**src/rtl/handheld_sound_generator_three_channel_top_macros.svh**
```systemverilog
// Assertion macros shared by the sound generator RTL.
// Each macro expands to one concurrent assertion on clk, disabled while arst_n is low.
`ifndef HANDHELD_SOUND_GENERATOR_THREE_CHANNEL_TOP_MACROS_SVH
`define HANDHELD_SOUND_GENERATOR_THREE_CHANNEL_TOP_MACROS_SVH

// same-cycle implication
`define HSG3_CHK_NOW(lbl, ante, cons, msg) \
lbl: assert property (@(posedge clk) disable iff (!arst_n) (ante) |-> (cons)) \
	else $error(msg);

// next-cycle implication
`define HSG3_CHK_NEXT(lbl, ante, cons, msg) \
lbl: assert property (@(posedge clk) disable iff (!arst_n) (ante) |=> (cons)) \
	else $error(msg);

`endif

```
**src/rtl/hsg3_pkg.sv**
```systemverilog
// Package for the three-channel sound generator: payload types, register
// indexes, reset values and the small constant tables. No dependencies.
package hsg3_pkg;

	localparam int WAVE_BYTES          = 16;
	localparam int WAVE_AW             = 4;
	localparam int PHASE_FRACTION_BITS = 16;
	localparam int REG_NUM             = 13;

	localparam logic OP_WRITE = 1'b0;
	localparam logic OP_TICK  = 1'b1;

	localparam logic CFG_CLOCKS = 1'b0;
	localparam logic CFG_FRAMES = 1'b1;

	localparam logic [3:0] IDX_NR10 = 4'd0;
	localparam logic [3:0] IDX_NR11 = 4'd1;
	localparam logic [3:0] IDX_NR12 = 4'd2;
	localparam logic [3:0] IDX_NR13 = 4'd3;
	localparam logic [3:0] IDX_NR14 = 4'd4;
	localparam logic [3:0] IDX_NR21 = 4'd5;
	localparam logic [3:0] IDX_NR22 = 4'd6;
	localparam logic [3:0] IDX_NR23 = 4'd7;
	localparam logic [3:0] IDX_NR24 = 4'd8;
	localparam logic [3:0] IDX_NR30 = 4'd9;
	localparam logic [3:0] IDX_NR32 = 4'd10;
	localparam logic [3:0] IDX_NR33 = 4'd11;
	localparam logic [3:0] IDX_NR34 = 4'd12;

	localparam logic [5:0] OFF_NR31     = 6'd11;
	localparam logic [5:0] OFF_WAVE_LO  = 6'd32;
	localparam logic [5:0] OFF_WAVE_HI  = 6'd47;

	localparam logic [7:0] REG_RESET [REG_NUM] = '{
		8'h80, 8'hBF, 8'hF3, 8'h00, 8'hBF, 8'h3F, 8'h00, 8'h00, 8'hBF,
		8'h7F, 8'h9F, 8'h00, 8'hBF
	};

	localparam logic [23:0] FILTER_K  = 24'd16776511;
	localparam logic [30:0] DIV15_M   = 31'd1145324613;
	localparam logic [23:0] CAP_RESET = 24'h200000;

	typedef struct packed {
		logic       opcode;
		logic [5:0] reg_offset;
		logic [7:0] write_data;
	} in_item_t;

	typedef struct packed {
		logic signed [15:0] audio_sample;
		logic [2:0]         channels_active;
	} out_item_t;

	function automatic logic [7:0] duty_pattern(input logic [1:0] sel);
		logic [7:0] p;
		unique case (sel)
			2'd0: p = 8'h08;
			2'd1: p = 8'h0C;
			2'd2: p = 8'h3C;
			default: p = 8'hF3;
		endcase
		return p;
	endfunction

	function automatic logic signed [15:0] wave_level(input logic [3:0] nib);
		logic signed [15:0] l;
		unique case (nib)
			4'd0:  l = -16'sd8192;
			4'd1:  l = -16'sd7022;
			4'd2:  l = -16'sd5851;
			4'd3:  l = -16'sd4681;
			4'd4:  l = -16'sd3511;
			4'd5:  l = -16'sd2341;
			4'd6:  l = -16'sd1170;
			4'd7:  l = 16'sd0;
			4'd8:  l = 16'sd1170;
			4'd9:  l = 16'sd2341;
			4'd10: l = 16'sd3511;
			4'd11: l = 16'sd4681;
			4'd12: l = 16'sd5851;
			4'd13: l = 16'sd7022;
			4'd14: l = 16'sd8192;
			default: l = 16'sd9362;
		endcase
		return l;
	endfunction

	function automatic logic [11:0] sweep_next(input logic [10:0] sh, input logic [7:0] nr10);
		logic [10:0] delta;
		delta = sh >> nr10[2:0];
		return nr10[3] ? ({1'b0, sh} - {1'b0, delta}) : ({1'b0, sh} + {1'b0, delta});
	endfunction

endpackage

```
**src/rtl/hsg3_ram.sv**
```systemverilog
// Generic single-port-write, single-port-read RAM with registered read data.
// No dependencies.
module hsg3_ram #(
	parameter int WIDTH = 8,
	parameter int DEPTH = 16
) (
	input  logic                     clk,
	input  logic                     we,
	input  logic [$clog2(DEPTH)-1:0] waddr,
	input  logic [WIDTH-1:0]         wdata,
	input  logic [$clog2(DEPTH)-1:0] raddr,
	output logic [WIDTH-1:0]         rdata
);

	logic [WIDTH-1:0] mem_q [DEPTH];

	always_ff @(posedge clk) begin
		if (we) begin
			mem_q[waddr] <= wdata;
		end
		rdata <= mem_q[raddr];
	end

endmodule

```
**src/rtl/handheld_sound_generator_three_channel_top.sv**
```systemverilog
// Top level of the three-channel sound generator; uses hsg3_pkg, hsg3_ram
// and the assertion macros header.
//
// A register write transfer leaves the block in S_IDLE. A sample tick runs these states
// before the next input transfer: S_CH in the shared channel phase unit (one pass per
// channel, the wave nibble read from the wave RAM), S_FRAME in the sequencer, S_MIX,
// S_DIV, S_SUB, S_FILT and S_CAP through the mix divider and the filter multiplier, then
// S_DONE, where the result enters the output register. A tick also waits there while the
// previous result is still stalled. After reset the block accepts input at once.
module handheld_sound_generator_three_channel_top #(
	parameter int PHASE_FRACTION_BITS = hsg3_pkg::PHASE_FRACTION_BITS
) (
	input  logic                clk,
	input  logic                arst_n,
	input  logic                in_valid,
	output logic                in_stall,
	input  hsg3_pkg::in_item_t  in_data,
	output logic                out_valid,
	input  logic                out_stall,
	output hsg3_pkg::out_item_t out_data,
	input  logic                cfg_we,
	input  logic                cfg_index,
	input  logic [25:0]         cfg_data
);

`include "handheld_sound_generator_three_channel_top_macros.svh"

	localparam int PF    = PHASE_FRACTION_BITS;
	localparam int ACC_W = PF + 16;
	localparam logic signed [ACC_W-1:0] ACC_FLOOR = {3'b111, {(PF + 13){1'b0}}};

	typedef enum logic [8:0] {
		S_IDLE  = 9'b000000001,
		S_CH    = 9'b000000010,
		S_FRAME = 9'b000000100,
		S_MIX   = 9'b000001000,
		S_DIV   = 9'b000010000,
		S_SUB   = 9'b000100000,
		S_FILT  = 9'b001000000,
		S_CAP   = 9'b010000000,
		S_DONE  = 9'b100000000
	} state_t;

	function automatic logic signed [ACC_W-1:0] period_of(input logic [10:0] f,
			input logic wave);
		logic [11:0] b;
		b = 12'd2048 - {1'b0, f};
		return wave ? (ACC_W'({b, 1'b0}) << PF) : (ACC_W'({b, 2'b00}) << PF);
	endfunction

	state_t state_q;
	logic [1:0] ch_q;
	logic [25:0] cps_q;
	logic [23:0] fps_q;
	logic [7:0] regs_q [hsg3_pkg::REG_NUM];
	logic [hsg3_pkg::WAVE_BYTES-1:0] wvld_q;
	logic signed [ACC_W-1:0] acc_q [3];
	logic [2:0] duty_q [2];
	logic [4:0] wave_pos_q;
	logic [8:0] len_q [3];
	logic [3:0] vol_q [2];
	logic [2:0] etm_q [2];
	logic [10:0] shadow_q;
	logic [3:0] sw_timer_q;
	logic sw_active_q;
	logic [2:0] en_q;
	logic signed [15:0] held_q [3];
	logic signed [25:0] facc_q;
	logic [2:0] fs_q;
	logic signed [23:0] cap_q;

	logic signed [21:0] sum_s1;
	logic signed [23:0] wt_s1;
	logic [60:0] prod_s2;
	logic signed [23:0] mix_s3;
	logic signed [24:0] o_s3;
	logic signed [49:0] ok_s4;
	hsg3_pkg::out_item_t res_q;
	logic out_valid_q;
	hsg3_pkg::out_item_t out_q;

	logic in_acc, wr_acc, tk_acc;
	logic [5:0] off;
	logic [7:0] wd;
	logic w_wave, w_hit, trig, t_dis;
	logic [3:0] w_idx;
	logic [1:0] t_ch;
	logic [10:0] t_f;
	logic [7:0] t_env;
	logic [7:0] ram_rd;

	assign in_stall = (state_q != S_IDLE);
	assign in_acc = in_valid && !in_stall;
	assign wr_acc = in_acc && (in_data.opcode == hsg3_pkg::OP_WRITE);
	assign tk_acc = in_acc && (in_data.opcode == hsg3_pkg::OP_TICK);
	assign off = in_data.reg_offset;
	assign wd = in_data.write_data;
	assign w_wave = (off >= hsg3_pkg::OFF_WAVE_LO) && (off <= hsg3_pkg::OFF_WAVE_HI);

	always_comb begin
		w_hit = 1'b1;
		w_idx = hsg3_pkg::IDX_NR10;
		priority if (off <= 6'd4) begin
			w_idx = off[3:0];
		end else if (off >= 6'd6 && off <= 6'd9) begin
			w_idx = 4'(off - 6'd1);
		end else if (off == 6'd10) begin
			w_idx = hsg3_pkg::IDX_NR30;
		end else if (off >= 6'd12 && off <= 6'd14) begin
			w_idx = 4'(off - 6'd2);
		end else begin
			w_hit = 1'b0;
		end
	end

	always_comb begin
		t_ch = 2'd0;
		t_f = {wd[2:0], regs_q[hsg3_pkg::IDX_NR13]};
		t_env = regs_q[hsg3_pkg::IDX_NR12];
		if (w_idx == hsg3_pkg::IDX_NR24) begin
			t_ch = 2'd1;
			t_f = {wd[2:0], regs_q[hsg3_pkg::IDX_NR23]};
			t_env = regs_q[hsg3_pkg::IDX_NR22];
		end else if (w_idx == hsg3_pkg::IDX_NR34) begin
			t_ch = 2'd2;
			t_f = {wd[2:0], regs_q[hsg3_pkg::IDX_NR33]};
		end
		trig = w_hit && wd[7] && (w_idx == hsg3_pkg::IDX_NR14 ||
			w_idx == hsg3_pkg::IDX_NR24 || w_idx == hsg3_pkg::IDX_NR34);
		t_dis = (t_ch == 2'd0) && (regs_q[hsg3_pkg::IDX_NR10][2:0] != 3'd0) &&
			(hsg3_pkg::sweep_next(t_f, regs_q[hsg3_pkg::IDX_NR10]) > 12'd2047);
	end

	hsg3_ram #(
		.WIDTH(8),
		.DEPTH(hsg3_pkg::WAVE_BYTES)
	) u_wave_ram (
		.clk  (clk),
		.we   (wr_acc && w_wave),
		.waddr(off[hsg3_pkg::WAVE_AW-1:0]),
		.wdata(wd),
		.raddr(wave_pos_q[4:1]),
		.rdata(ram_rd)
	);

	// channel phase unit
	logic signed [ACC_W-1:0] step, acc_sub, acc_add, acc_new, period;
	logic fire, ch_on;
	logic [7:0] ch_lo, ch_hi, pat, wbyte;
	logic [2:0] dpos;
	logic [3:0] nib;
	logic signed [15:0] lvl;

	assign step = ACC_W'({cps_q, {PF{1'b0}}} >> 16);

	always_comb begin
		unique case (ch_q)
			2'd0: begin
				ch_lo = regs_q[hsg3_pkg::IDX_NR13];
				ch_hi = regs_q[hsg3_pkg::IDX_NR14];
				pat = hsg3_pkg::duty_pattern(regs_q[hsg3_pkg::IDX_NR11][7:6]);
			end
			2'd1: begin
				ch_lo = regs_q[hsg3_pkg::IDX_NR23];
				ch_hi = regs_q[hsg3_pkg::IDX_NR24];
				pat = hsg3_pkg::duty_pattern(regs_q[hsg3_pkg::IDX_NR21][7:6]);
			end
			default: begin
				ch_lo = regs_q[hsg3_pkg::IDX_NR33];
				ch_hi = regs_q[hsg3_pkg::IDX_NR34];
				pat = 8'h00;
			end
		endcase
		period = period_of({ch_hi[2:0], ch_lo}, ch_q == 2'd2);
		acc_sub = acc_q[ch_q] - step;
		fire = acc_sub[ACC_W-1] || (acc_sub == '0);
		acc_add = fire ? (acc_sub + period) : acc_sub;
		acc_new = (acc_add < ACC_FLOOR) ? ACC_FLOOR : acc_add;
		ch_on = en_q[ch_q];
		dpos = duty_q[ch_q[0]];
		wbyte = wvld_q[wave_pos_q[4:1]] ? ram_rd : 8'h00;
		nib = wave_pos_q[0] ? wbyte[3:0] : wbyte[7:4];
		if (ch_q == 2'd2) begin
			lvl = (ch_on && regs_q[hsg3_pkg::IDX_NR30][7]) ? hsg3_pkg::wave_level(nib) :
				16'sd0;
		end else begin
			lvl = !ch_on ? 16'sd0 : (pat[3'd7 - dpos] ? 16'sd8192 : -16'sd8192);
		end
	end

	// frame sequencer
	logic signed [25:0] facc_sub, facc_nx;
	logic fr_fire;
	logic [2:0] fs_nx;
	logic [8:0] len_nx [3];
	logic [2:0] en_nx;
	logic [7:0] r3_nx, r4_nx, nr10, env_c;
	logic [10:0] shadow_nx;
	logic [3:0] swt_nx, per8;
	logic [11:0] sn1, sn2;
	logic [3:0] vol_nx [2];
	logic [2:0] etm_nx [2];
	logic [7:0] hi_c [3];

	assign hi_c[0] = regs_q[hsg3_pkg::IDX_NR14];
	assign hi_c[1] = regs_q[hsg3_pkg::IDX_NR24];
	assign hi_c[2] = regs_q[hsg3_pkg::IDX_NR34];

	always_comb begin
		facc_sub = facc_q - 26'(signed'({1'b0, fps_q}));
		fr_fire = facc_sub[25] || (facc_sub == '0);
		facc_nx = fr_fire ? (facc_sub + 26'sd16777216) : facc_sub;
		fs_nx = fs_q + 3'd1;
		en_nx = en_q;
		nr10 = regs_q[hsg3_pkg::IDX_NR10];
		r3_nx = regs_q[hsg3_pkg::IDX_NR13];
		r4_nx = regs_q[hsg3_pkg::IDX_NR14];
		shadow_nx = shadow_q;
		swt_nx = sw_timer_q;
		per8 = (nr10[6:4] != 3'd0) ? {1'b0, nr10[6:4]} : 4'd8;
		sn1 = hsg3_pkg::sweep_next(shadow_q, nr10);
		sn2 = hsg3_pkg::sweep_next(sn1[10:0], nr10);
		env_c = 8'h00;
		for (int c = 0; c < 3; c++) begin
			len_nx[c] = len_q[c];
			if (fs_nx[0] && hi_c[c][6] && len_q[c] != 9'd0) begin
				len_nx[c] = len_q[c] - 9'd1;
				if (len_nx[c] == 9'd0) begin
					en_nx[c] = 1'b0;
				end
			end
		end
		if (fs_nx == 3'd2 || fs_nx == 3'd6) begin
			if (swt_nx != 4'd0) begin
				swt_nx = swt_nx - 4'd1;
			end
			if (swt_nx == 4'd0) begin
				swt_nx = per8;
				if (sw_active_q && nr10[6:4] != 3'd0) begin
					if (sn1 > 12'd2047) begin
						en_nx[0] = 1'b0;
					end else if (nr10[2:0] != 3'd0) begin
						r3_nx = sn1[7:0];
						r4_nx = {r4_nx[7:3], sn1[10:8]};
						shadow_nx = sn1[10:0];
						if (sn2 > 12'd2047) begin
							en_nx[0] = 1'b0;
						end
					end
				end
			end
		end
		for (int c = 0; c < 2; c++) begin
			vol_nx[c] = vol_q[c];
			etm_nx[c] = etm_q[c];
			env_c = (c == 0) ? regs_q[hsg3_pkg::IDX_NR12] : regs_q[hsg3_pkg::IDX_NR22];
			if (fs_nx == 3'd4 && env_c[2:0] != 3'd0) begin
				etm_nx[c] = etm_q[c] - 3'd1;
				if (etm_nx[c] == 3'd0) begin
					etm_nx[c] = env_c[2:0];
					if (env_c[3] && vol_q[c] != 4'd15) begin
						vol_nx[c] = vol_q[c] + 4'd1;
					end else if (!env_c[3] && vol_q[c] != 4'd0) begin
						vol_nx[c] = vol_q[c] - 4'd1;
					end
				end
			end
		end
	end

	// mix and filter datapath
	logic signed [21:0] p0, p1;
	logic signed [23:0] h2x;
	logic signed [31:0] zs;
	logic signed [27:0] mixw, capw;
	logic signed [49:0] fsh;
	logic signed [25:0] s15w;
	logic signed [23:0] cap_nx;
	logic signed [15:0] s15;

	always_comb begin
		p0 = 22'(held_q[0]) * 22'(signed'({1'b0, vol_q[0]}));
		p1 = 22'(held_q[1]) * 22'(signed'({1'b0, vol_q[1]}));
		h2x = 24'(held_q[2]);
		zs = (32'(sum_s1) <<< 7) + 32'sd7 + 32'sd503316480;
		mixw = signed'({2'b00, prod_s2[59:34]}) - 28'sd33554432 + 28'(wt_s1);
		fsh = (ok_s4 + 50'sd8388608) >>> 24;
		capw = 28'(mix_s3) - 28'(fsh);
		priority if (capw > 28'sd8388607) begin
			cap_nx = 24'sh7FFFFF;
		end else if (capw < -28'sd8388608) begin
			cap_nx = -24'sh800000;
		end else begin
			cap_nx = capw[23:0];
		end
		s15w = (26'(o_s3) + 26'sd64) >>> 7;
		priority if (s15w > 26'sd32767) begin
			s15 = 16'sh7FFF;
		end else if (s15w < -26'sd32768) begin
			s15 = -16'sh8000;
		end else begin
			s15 = s15w[15:0];
		end
	end

	always_ff @(posedge clk) begin
		unique case (state_q)
			S_MIX: begin
				sum_s1 <= p0 + p1;
				unique case (regs_q[hsg3_pkg::IDX_NR32][6:5])
					2'd0: wt_s1 <= '0;
					2'd1: wt_s1 <= h2x <<< 7;
					2'd2: wt_s1 <= h2x <<< 6;
					default: wt_s1 <= h2x <<< 5;
				endcase
			end
			S_DIV: prod_s2 <= 61'(zs[29:0]) * 61'(hsg3_pkg::DIV15_M);
			S_SUB: begin
				mix_s3 <= mixw[23:0];
				o_s3 <= 25'(mixw - 28'(cap_q));
			end
			S_FILT: ok_s4 <= 50'(o_s3) * 50'(signed'({1'b0, hsg3_pkg::FILTER_K}));
			S_CAP: res_q <= '{audio_sample: s15, channels_active: en_q};
			default: ;
		endcase
	end

	always_ff @(posedge clk or negedge arst_n) begin
		if (!arst_n) begin
			state_q <= S_IDLE;
			ch_q <= 2'd0;
			cps_q <= 26'd6233059;
			fps_q <= 24'd194782;
			for (int i = 0; i < hsg3_pkg::REG_NUM; i++) begin
				regs_q[i] <= hsg3_pkg::REG_RESET[i];
			end
			wvld_q <= '0;
			for (int i = 0; i < 3; i++) begin
				acc_q[i] <= '0;
				len_q[i] <= 9'd1;
				held_q[i] <= '0;
			end
			for (int i = 0; i < 2; i++) begin
				duty_q[i] <= '0;
				vol_q[i] <= '0;
				etm_q[i] <= '0;
			end
			wave_pos_q <= '0;
			shadow_q <= '0;
			sw_timer_q <= '0;
			sw_active_q <= 1'b0;
			en_q <= '0;
			facc_q <= 26'sd16777216;
			fs_q <= '0;
			cap_q <= signed'(hsg3_pkg::CAP_RESET);
			out_valid_q <= 1'b0;
			out_q <= '0;
		end else begin
			if (cfg_we) begin
				if (cfg_index == hsg3_pkg::CFG_CLOCKS) begin
					cps_q <= cfg_data;
				end else begin
					fps_q <= cfg_data[23:0];
				end
			end
			if (out_valid_q && !out_stall && state_q != S_DONE) begin
				out_valid_q <= 1'b0;
			end
			unique case (state_q)
				S_IDLE: begin
					if (tk_acc) begin
						ch_q <= 2'd0;
						state_q <= S_CH;
					end
					if (wr_acc) begin
						if (w_wave) begin
							wvld_q[off[hsg3_pkg::WAVE_AW-1:0]] <= 1'b1;
						end else if (off == hsg3_pkg::OFF_NR31) begin
							len_q[2] <= 9'd256 - {1'b0, wd};
						end else if (w_hit) begin
							regs_q[w_idx] <= wd;
							if (w_idx == hsg3_pkg::IDX_NR11) begin
								len_q[0] <= 9'd64 - {3'b000, wd[5:0]};
							end
							if (w_idx == hsg3_pkg::IDX_NR21) begin
								len_q[1] <= 9'd64 - {3'b000, wd[5:0]};
							end
							if (trig) begin
								en_q <= (en_q | (3'b001 << t_ch)) & ~{2'b00, t_dis};
								if (len_q[t_ch] == 9'd0) begin
									len_q[t_ch] <= (t_ch == 2'd2) ? 9'd256 : 9'd64;
								end
								acc_q[t_ch] <= period_of(t_f, t_ch == 2'd2);
								if (t_ch == 2'd0) begin
									shadow_q <= t_f;
									sw_timer_q <= per8;
									sw_active_q <= (regs_q[hsg3_pkg::IDX_NR10][6:4] != 3'd0) ||
										(regs_q[hsg3_pkg::IDX_NR10][2:0] != 3'd0);
								end
								if (t_ch == 2'd2) begin
									wave_pos_q <= '0;
								end else begin
									vol_q[t_ch[0]] <= t_env[7:4];
									etm_q[t_ch[0]] <= t_env[2:0];
								end
							end
						end
					end
				end
				S_CH: begin
					acc_q[ch_q] <= acc_new;
					if (fire) begin
						held_q[ch_q] <= lvl;
						if (ch_q == 2'd2) begin
							wave_pos_q <= wave_pos_q + 5'd1;
						end else begin
							duty_q[ch_q[0]] <= dpos + 3'd1;
						end
					end
					ch_q <= ch_q + 2'd1;
					if (ch_q == 2'd2) begin
						state_q <= S_FRAME;
					end
				end
				S_FRAME: begin
					facc_q <= facc_nx;
					if (fr_fire) begin
						fs_q <= fs_nx;
						en_q <= en_nx;
						for (int i = 0; i < 3; i++) begin
							len_q[i] <= len_nx[i];
						end
						for (int i = 0; i < 2; i++) begin
							vol_q[i] <= vol_nx[i];
							etm_q[i] <= etm_nx[i];
						end
						regs_q[hsg3_pkg::IDX_NR13] <= r3_nx;
						regs_q[hsg3_pkg::IDX_NR14] <= r4_nx;
						shadow_q <= shadow_nx;
						sw_timer_q <= swt_nx;
					end
					state_q <= S_MIX;
				end
				S_MIX: state_q <= S_DIV;
				S_DIV: state_q <= S_SUB;
				S_SUB: state_q <= S_FILT;
				S_FILT: state_q <= S_CAP;
				S_CAP: begin
					cap_q <= cap_nx;
					state_q <= S_DONE;
				end
				S_DONE: begin
					if (!out_valid_q || !out_stall) begin
						out_q <= res_q;
						out_valid_q <= 1'b1;
						state_q <= S_IDLE;
					end
				end
				default: state_q <= S_IDLE;
			endcase
		end
	end

	assign out_valid = out_valid_q;
	assign out_data = out_q;

	`HSG3_CHK_NEXT(a_tick_starts, tk_acc, (state_q == S_CH) && (ch_q == 2'd0), "tick did not start channel pass")
	`HSG3_CHK_NEXT(a_ch_to_frame, (state_q == S_CH) && (ch_q == 2'd2), state_q == S_FRAME, "channel pass overran")
	`HSG3_CHK_NOW(a_ch_range, state_q == S_CH, ch_q != 2'd3, "channel index out of range")
	`HSG3_CHK_NEXT(a_write_one_cycle, wr_acc, state_q == S_IDLE, "write left idle")
	`HSG3_CHK_NEXT(a_done_loads, (state_q == S_DONE) && (!out_valid_q || !out_stall), out_valid_q && (state_q == S_IDLE), "result not loaded")

endmodule
```
**config.mk**
```make
export PLATFORM = sky130hd
export DESIGN_NAME = handheld_sound_generator_three_channel_top
export DESIGN_NICKNAME = d
export VERILOG_FILES = /design/src/rtl/hsg3_pkg.sv /design/src/rtl/hsg3_ram.sv /design/src/rtl/handheld_sound_generator_three_channel_top.sv
export VERILOG_INCLUDE_DIRS = /design/src /design/src/rtl
export SDC_FILE = /design/constraint.sdc
export NUM_CORES = 2
export LEC_CHECK = 0
export ABC_AREA = 1
export BUFFER_PORTS_ARGS = -buffer_cell sky130_fd_sc_hd__buf_2
export CAP_MARGIN = 20
export CORE_ASPECT_RATIO = 0.8
export CORE_MARGIN = 2
export CORE_UTILIZATION = 40
export CTS_BUF_LIST = sky130_fd_sc_hd__clkbuf_4
export DETAILED_ROUTE_END_ITERATION = 10
export SKIP_LAST_GASP = 1
export SLEW_MARGIN = 20
export SYNTH_ARGS = -nofsm -noshare
export SYNTH_HDL_FRONTEND = slang
export SYNTH_SLANG_ARGS = --single-unit
```
**constraint.sdc**
```tcl
create_clock -name clk -period 10.2 [get_ports clk]
set_input_delay 2.04 -clock clk [delete_from_list [all_inputs] [get_ports clk]]
set_output_delay 2.04 -clock clk [all_outputs]
set_load 0.01 [all_outputs]
```
## After elaboration in Yosys (flattened, before gate mapping)

Memory sizes are Yosys's and may differ from the RTL's. A register that Yosys moved wholly into a read port is not among the register bits.
Cells that the tools add are included.

- Latch bits: 0
- Output and inout port bits: 21
- Memories: 2
- Bits in read-only memories: 256
- Memory bits (writable): 128
- Flip-flop bits (word level): 692
- Input port bits: 47
- Word-level logic and storage cells: 529

- Mux-type cells: 217
- Shift operators: 4
- $add $sub $neg: 40
- $lt $le $gt $ge: 30
- Eq/ne operators: 64
- Reduce and logical (&&, ||, !) cells: 98
- Bitwise gates (word level): 15
- Multipliers: 4
- Divide/modulo/power cells: 0

Memories:

| name | words | width | read ports | clocked after memory_dff | wr ports | RTL line | source |
|---|---|---|---|---|---|---|---|
| (name not given) | 16 | 16 | 1 | 0 | 0 | hsg3_pkg.sv:67 | `unique case (nib)` |
| u_wave_ram.mem_q | 16 | 8 | 1 | 1 | 1 | hsg3_ram.sv:15 | `logic [WIDTH-1:0] mem_q [DEPTH];` |

Operators with widths:

| kind | number |
|---|---|
| 96-bit 2-to-1 mux | 5 |
| 80-bit 2-to-1 mux | 4 |
| 9-bit 2-to-1 mux | 23 |
| 96-bit bitwise mux | 2 |
| 32-bit 2-to-1 mux | 6 |
| 96-bit one-hot mux with 2 select lines | 1 |
| 27-bit 2-to-1 mux | 6 |
| 8-bit 2-to-1 mux | 17 |
| 11-bit 2-to-1 mux | 12 |
| 32-bit demux with 2-bit select | 2 |
| 16-bit 2-to-1 mux | 7 |
| 104-bit bitwise mux | 1 |
| 4-bit 2-to-1 mux | 26 |
| 9-bit one-hot mux with 9 select lines | 1 |
| 24-bit one-hot mux with 3 select lines | 1 |
| 32-bit binary-select mux with 2-bit select | 1 |
| 3-bit 2-to-1 mux | 20 |
| 30-bit 2-to-1 mux | 2 |
| 30-bit by 31-bit multiplier with 59-bit output (second input constant) | 1 |
| 2-bit != test (second input constant) | 27 |
| 27-bit one-hot mux with 2 select lines | 1 |
| 9-bit AND reduction | 6 |
| 50-bit by 25-bit adder with 50-bit output (second input constant) | 1 |
| 25-bit by 25-bit multiplier with 50-bit output (second input constant) | 1 |
| 132 further kinds | 298 |

## Longest topological paths before layout

- Word-level depth: 22
- Depth in mapped cells: 46
- Gate-level depth less buffers: 46

## Cells and area by module

A second synthesis with hierarchy kept.

- Cell total of the unflattened synthesis: 7773
- Area, all modules: 66288.6 sq um

Modules (own cells, without submodules):

| module | area each (sq um) | cells each | times used | seq. area each (sq um) |
|---|---|---|---|---|
| handheld_sound_generator_three_channel_top | 60521.8 | 7222 | 1 | 14765.4 |
| hsg3_ram | 5766.8 | 551 | 1 | 4003.8 |

## Least setup slack after synthesis

No wires, ideal clock.

- Path type: reg2reg
- From: register o_s3[24]
- To: register ok_s4[49], data pin
- Setup slack: 2246 ps
- Data required time: 9940 ps
- Data arrival time: 7694 ps
- Clock period less this slack: 7954 ps
- Buffers on the path: 2
- Cell stages (with the launch flop): 24
- Library setup time: 260 ps
- Cells stage by stage: edfxtp_1 -> clkbuf_1 -> buf_1 -> xor2_1 -> inv_1 -> fa_1 -> inv_1 -> fa_1 -> fa_1 -> fa_1 -> fa_1 -> inv_1 -> fa_1 -> ha_1 -> nand2_1 -> nor2_1 -> inv_1 -> nor4_1 -> nor2_1 -> o211ai_1 -> nand2_1 -> o211ai_1 -> a21oi_1 -> xnor2_1

- Cells in the longest elaborated chain, start to end: 1

RTL lines:

| element | RTL line | source |
|---|---|---|
| start, declared | handheld_sound_generator_three_channel_top.sv:76 | `logic signed [24:0] o_s3;` |
| start signal, assigned | handheld_sound_generator_three_channel_top.sv:320 | `o_s3 <= 25'(mixw - 28'(cap_q));` |
| 25-bit by 25-bit multiplier with 50-bit output | handheld_sound_generator_three_channel_top.sv:322 | `S_FILT: ok_s4 <= 50'(o_s3) * 50'(signed'({1'b0, hsg3_pkg::FILTER_K}));` |
| end signal, assigned | handheld_sound_generator_three_channel_top.sv:322 |  |
| end, declared | handheld_sound_generator_three_channel_top.sv:77 | `logic signed [49:0] ok_s4;` |

Every way passes these cells.
A chain may end at the register's enable or synchronous reset.

## Worst setup path after layout

- From: register ch_q[0]
- To: register acc_q[50] in the netlist's numbering

- Cells in the longest elaborated chain, start to end: 12
- Elaborated cells on any way between the ends: 25
- Those cells by class: add/sub (3); order compare (3); eq/ne (2); mux (12); bitwise (1); reduce/logical (4)

RTL lines:

| element | RTL line | source |
|---|---|---|
| start, declared | handheld_sound_generator_three_channel_top.sv:52 | `logic [1:0] ch_q;` |
| start signal, assigned | handheld_sound_generator_three_channel_top.sv:420 | `ch_q <= ch_q + 2'd1;` |
| branches (longest 10 deep; another with 32-bit by 27-bit subtractor with 32-bit output) | n/a |  |
| 96-bit bitwise mux * | handheld_sound_generator_three_channel_top.sv:411 | `acc_q[ch_q] <= acc_new;` |
| 96-bit one-hot mux with 2 select lines * | handheld_sound_generator_three_channel_top.sv:369 | `unique case (state_q)` |
| end signal, assigned by index | handheld_sound_generator_three_channel_top.sv:393 | `acc_q[t_ch] <= period_of(t_f, t_ch == 2'd2);` |
| end signal, assigned by index | handheld_sound_generator_three_channel_top.sv:411 |  |
| end, declared | handheld_sound_generator_three_channel_top.sv:57 | `logic signed [ACC_W-1:0] acc_q [3];` |

Mark *: on every way between the ends. The select of a mux whose other input is x is not followed.

==> flow_summary_export.csv <==
group,metric,value,unit
status,outcome,"finished, final reports clean",
routing,drc,0,
grt,antenna_found_initial,12,
yosys,yosys.area_share.simple,14.86,%
timing,setup_viol,0,
yosys,synth_xor_area_share,4.683,%
setup_path,crit_top_cell,"nand2_1",
setup_path,cp.arrival,9420,ps
yosys,syn-cell-area,64560,um2
power,clkPwrFrac,17.9,%
flow_run,cap_violations,0,
yosys,synth-edff-count,281,
min_path,hp-class,"reg2reg",
place,place.gp.congestion,0.9530,
yosys,synth-seq-cells,693,
grt,grt_max_degree,74,
clock_tree,numCtsBuffers,184,
yosys,ys_warn_count,0,
place,hpwlAfterDp,143900,um
setup_path,cp_max_fo,19,
min_path,min_from,"res_q[4]",
floorplanning,dieWidth,453.2,um
setup_path,crit_family,"compound AO/OA/AOI/OAI gates",
timing,fin_tns_setup,0,ps
setup_path,end_kind,"register",
power,power_density,222.4,nW/um2
power,swShare,50.35,%
timing,layout_min_cycle_time,8408,ps
floorplanning,core,159800,um2
setup_path,worstSetupStartpointType,"register",
floorplanning,start_util,40.40,%
power,switchingPower,0.007836,W
floorplanning,die_area,164600,um2
grt,grt_pass1_wl,291100,um
grt,grt_pass1_vias,51470,
power,total_power,0.01556,W
timing,relSlewSlack,20.73,%
floorplanning,fp.dieH,363.3,um
routing,wire_per_inst,18.57,um
final_layout,mostFrequentLayoutCells,"inv_1, nand2_1, ha_1",
yosys,synthMuxAreaShare,0.4090,%
yosys,yosys-top-cells-area,"fa_1, dfrtp_1, ha_1",
final_layout,syn_to_final_growth,8.421,%
clock_tree,cts.root.buffer_cell,"clkbuf_4",
final_layout,fillCellCount,15860,
timing,hold_viol_final,0,
floorplanning,placement_rows,131,
yosys,yosys.area.top_type_share,16.68,%
routing,drtAntennaViolNets,0,
final_layout,multiInputGateArea,40000,um2
routing,vias,51260,
clock_tree,insertion_delay,1210,ps
setup_path,critPathBufInv,4,
grt,gr-usage-all-layers,22.48,%
setup_path,critPathSlowestCell,"nor2_2",
grt,grt-ovfl-total,0,
yosys,synth_fa_ha_area_share,30.43,%
clock_tree,h-tree-depth,4,
timing,slew_viol_final,0,
timing,fmaxAchievable,118.9,MHz
clock_tree,cts_resized,0,
yosys,syn_inst,7418,
power,p_int,0.007728,W
routing,vias_per_cell,5.200,
clock_tree,cts.path.max_buffers,3,
setup_path,reg2reg_from,"ch_q[0]",
yosys,ys_types,78,
clock_tree,post_cts_buffers,0,
power,seqPwrFrac,23.0,%
final_layout,regArea,18770,um2
timing,clock_skew,99.88,ps
clock_tree,cts_tree,"built",
clock_tree,cts.sinks,693,
timing,tightestPinTransition,1188,ps
yosys,syn-mean-instance-area,8.703,um2
clock_tree,path_clk_slew,70,ps
setup_path,critPathMaxStageDelay,710,ps
routing,drt_iter0_markers,4133,
routing,wirelength,183100,um
final_layout,layout.nets,8857,
place,io_buffers,67,
timing,timing.hold.ws,389.4,ps
setup_path,required,11210,ps
clock_tree,postCtsHoldBufs,0,
power,p_leak,34.45,nW
yosys,synth_compound_area_share,11.51,%
setup_path,critical_path_class,"reg2reg",
setup_path,cp-startpoint,"ch_q[0]",
final_layout,layout_commonest_cell,"inv_1",
routing,drtPass1Iterations,8,
final_layout,final_layout_size_suffix_gt1_share,7.991,%
yosys,ys_seq_area_share,29.07,%
floorplanning,io_pins,68,
power,p_comb_share,59.1,%
yosys,synthFlopType,"dfrtp_1",
yosys,yosys.area.top_type,"fa_1",
yosys,ys_async_sr_fraction,58.30,%
timing,rsz0062_at_grt,"no",
yosys,synth_top_family_by_area,"adder cells",
power,ir_worst_vdd,0.0003863,V
yosys,syn-num-nets,8712,
timing,period_share,82.43,%
-- stage by stage --
stage               setup WS [ps]  instance area, um2  utilization (%)  instances
finish                       1792               69990            43.80       9857
global placement             2134               67320            42.13       9505
detailed placement           1984               67320            42.13       9505
global route                 1006               69990            43.80       9857
floorplan                    2246               64560                -       7418
CTS                          1931               69970            43.78       9849
-- state kept, by name, summed over array words and instances, names as in the netlist, 25 cells and up --
register / count
facc_q: 26
len_q: 27
o_s3: 25
regs_q: 39
acc_q: 96
prod_s2: 25
cps_q: 26
u_wave_ram.mem_q: 128
ok_s4: 27
-- worst register-to-register path: cells and delay by family, from the launching register on --
family | cells | cell delay [ps]
DFF | 1 | 510
adders and majority gates | 4 | 1420
xor gates and xnor gates | 1 | 170
and+or+nand+nor | 14 | 2200
buffers and inverters | 4 | 1590
AOI/OAI and AO/OA | 13 | 2360
-- kinds of logic (layout without fill, tap and decap cells) --
logic type	count (synthesis)	count (layout)
AND/OR/NAND/NOR	2247	2247
flip-flops	693	693
XOR/XNOR	343	343
buffers and inverters	1538	1841
multiplexers	24	24
adder cells (fa/ha/maj)	1247	1247
AO/OA/AOI/OAI	1326	1326
other	0	8
-- layout make-up --
class | count | share of cell area (%)
multi-input cells | 5187 | 57.15
flip-flops and latches | 693 | 26.82
inverters | 1382 | 7.412
well taps | 2128 | 3.804
clock buffers | 269 | 2.885
repair buffers | 115 | 1.008
clock inverters | 75 | 0.8992
diodes | 8 | 0.02860
-- per-layer routing --
| metal | routed length (um) | share of wire [%] | track usage (%) |
|---|---|---|---|
| met4 | 3364 | 1.8 | 5.510 |
| met1 | 88680 | 48 | 33.42 |
| met2 | 77260 | 42 | 33.18 |
| met5 | 34 | 0.019 | 0 |
| met3 | 13740 | 7.5 | 4.599 |
-- final timing paths --
check                                   end  slack [ps]  cells after the start
worst max-delay path              acc_q[50]        1790                     36
worst min-delay path            out_data[4]         390                      1
worst max register to register    acc_q[50]        1790                     36
worst min register to register  out_data[4]         390                      1
max in group asynchronous         cap_q[16]        7200                      3
min in group asynchronous        wvld_q[11]         790                      1
-- power by group through the flow --
stage	Clock [W]	Combinational, W	Sequential (W)
CTS	0.00288	0.00907	0.00358
finish	0.00279	0.00919	0.00358
floorplan	0	0.00670	0.00352
global placement	0	0.00894	0.00362
global route	0.00302	0.0104	0.00363
detailed placement	0	0.00902	0.00363
-- cell usage after synthesis (21+ instances only) --
cell type  instances
dfrtp_1          355
nand4_1           65
ha_1             709
o22ai_1           54
a31oi_1           34
nand3_1          298
nand2_1         1197
nor4_1            21
o21ai_0          592
or2_2             45
edfxtp_1         281
xnor2_1          109
o211ai_1          43
nor2_1           488
o221ai_1          38
xor2_1           233
dfstp_2           49
clkbuf_1         118
inv_1           1354
fa_1             538
nor3_1            58
a22oi_1           31
a21oi_1          401
buf_2             22
o21ai_1           24
Note: power is estimated with default switching activity, not from simulation.
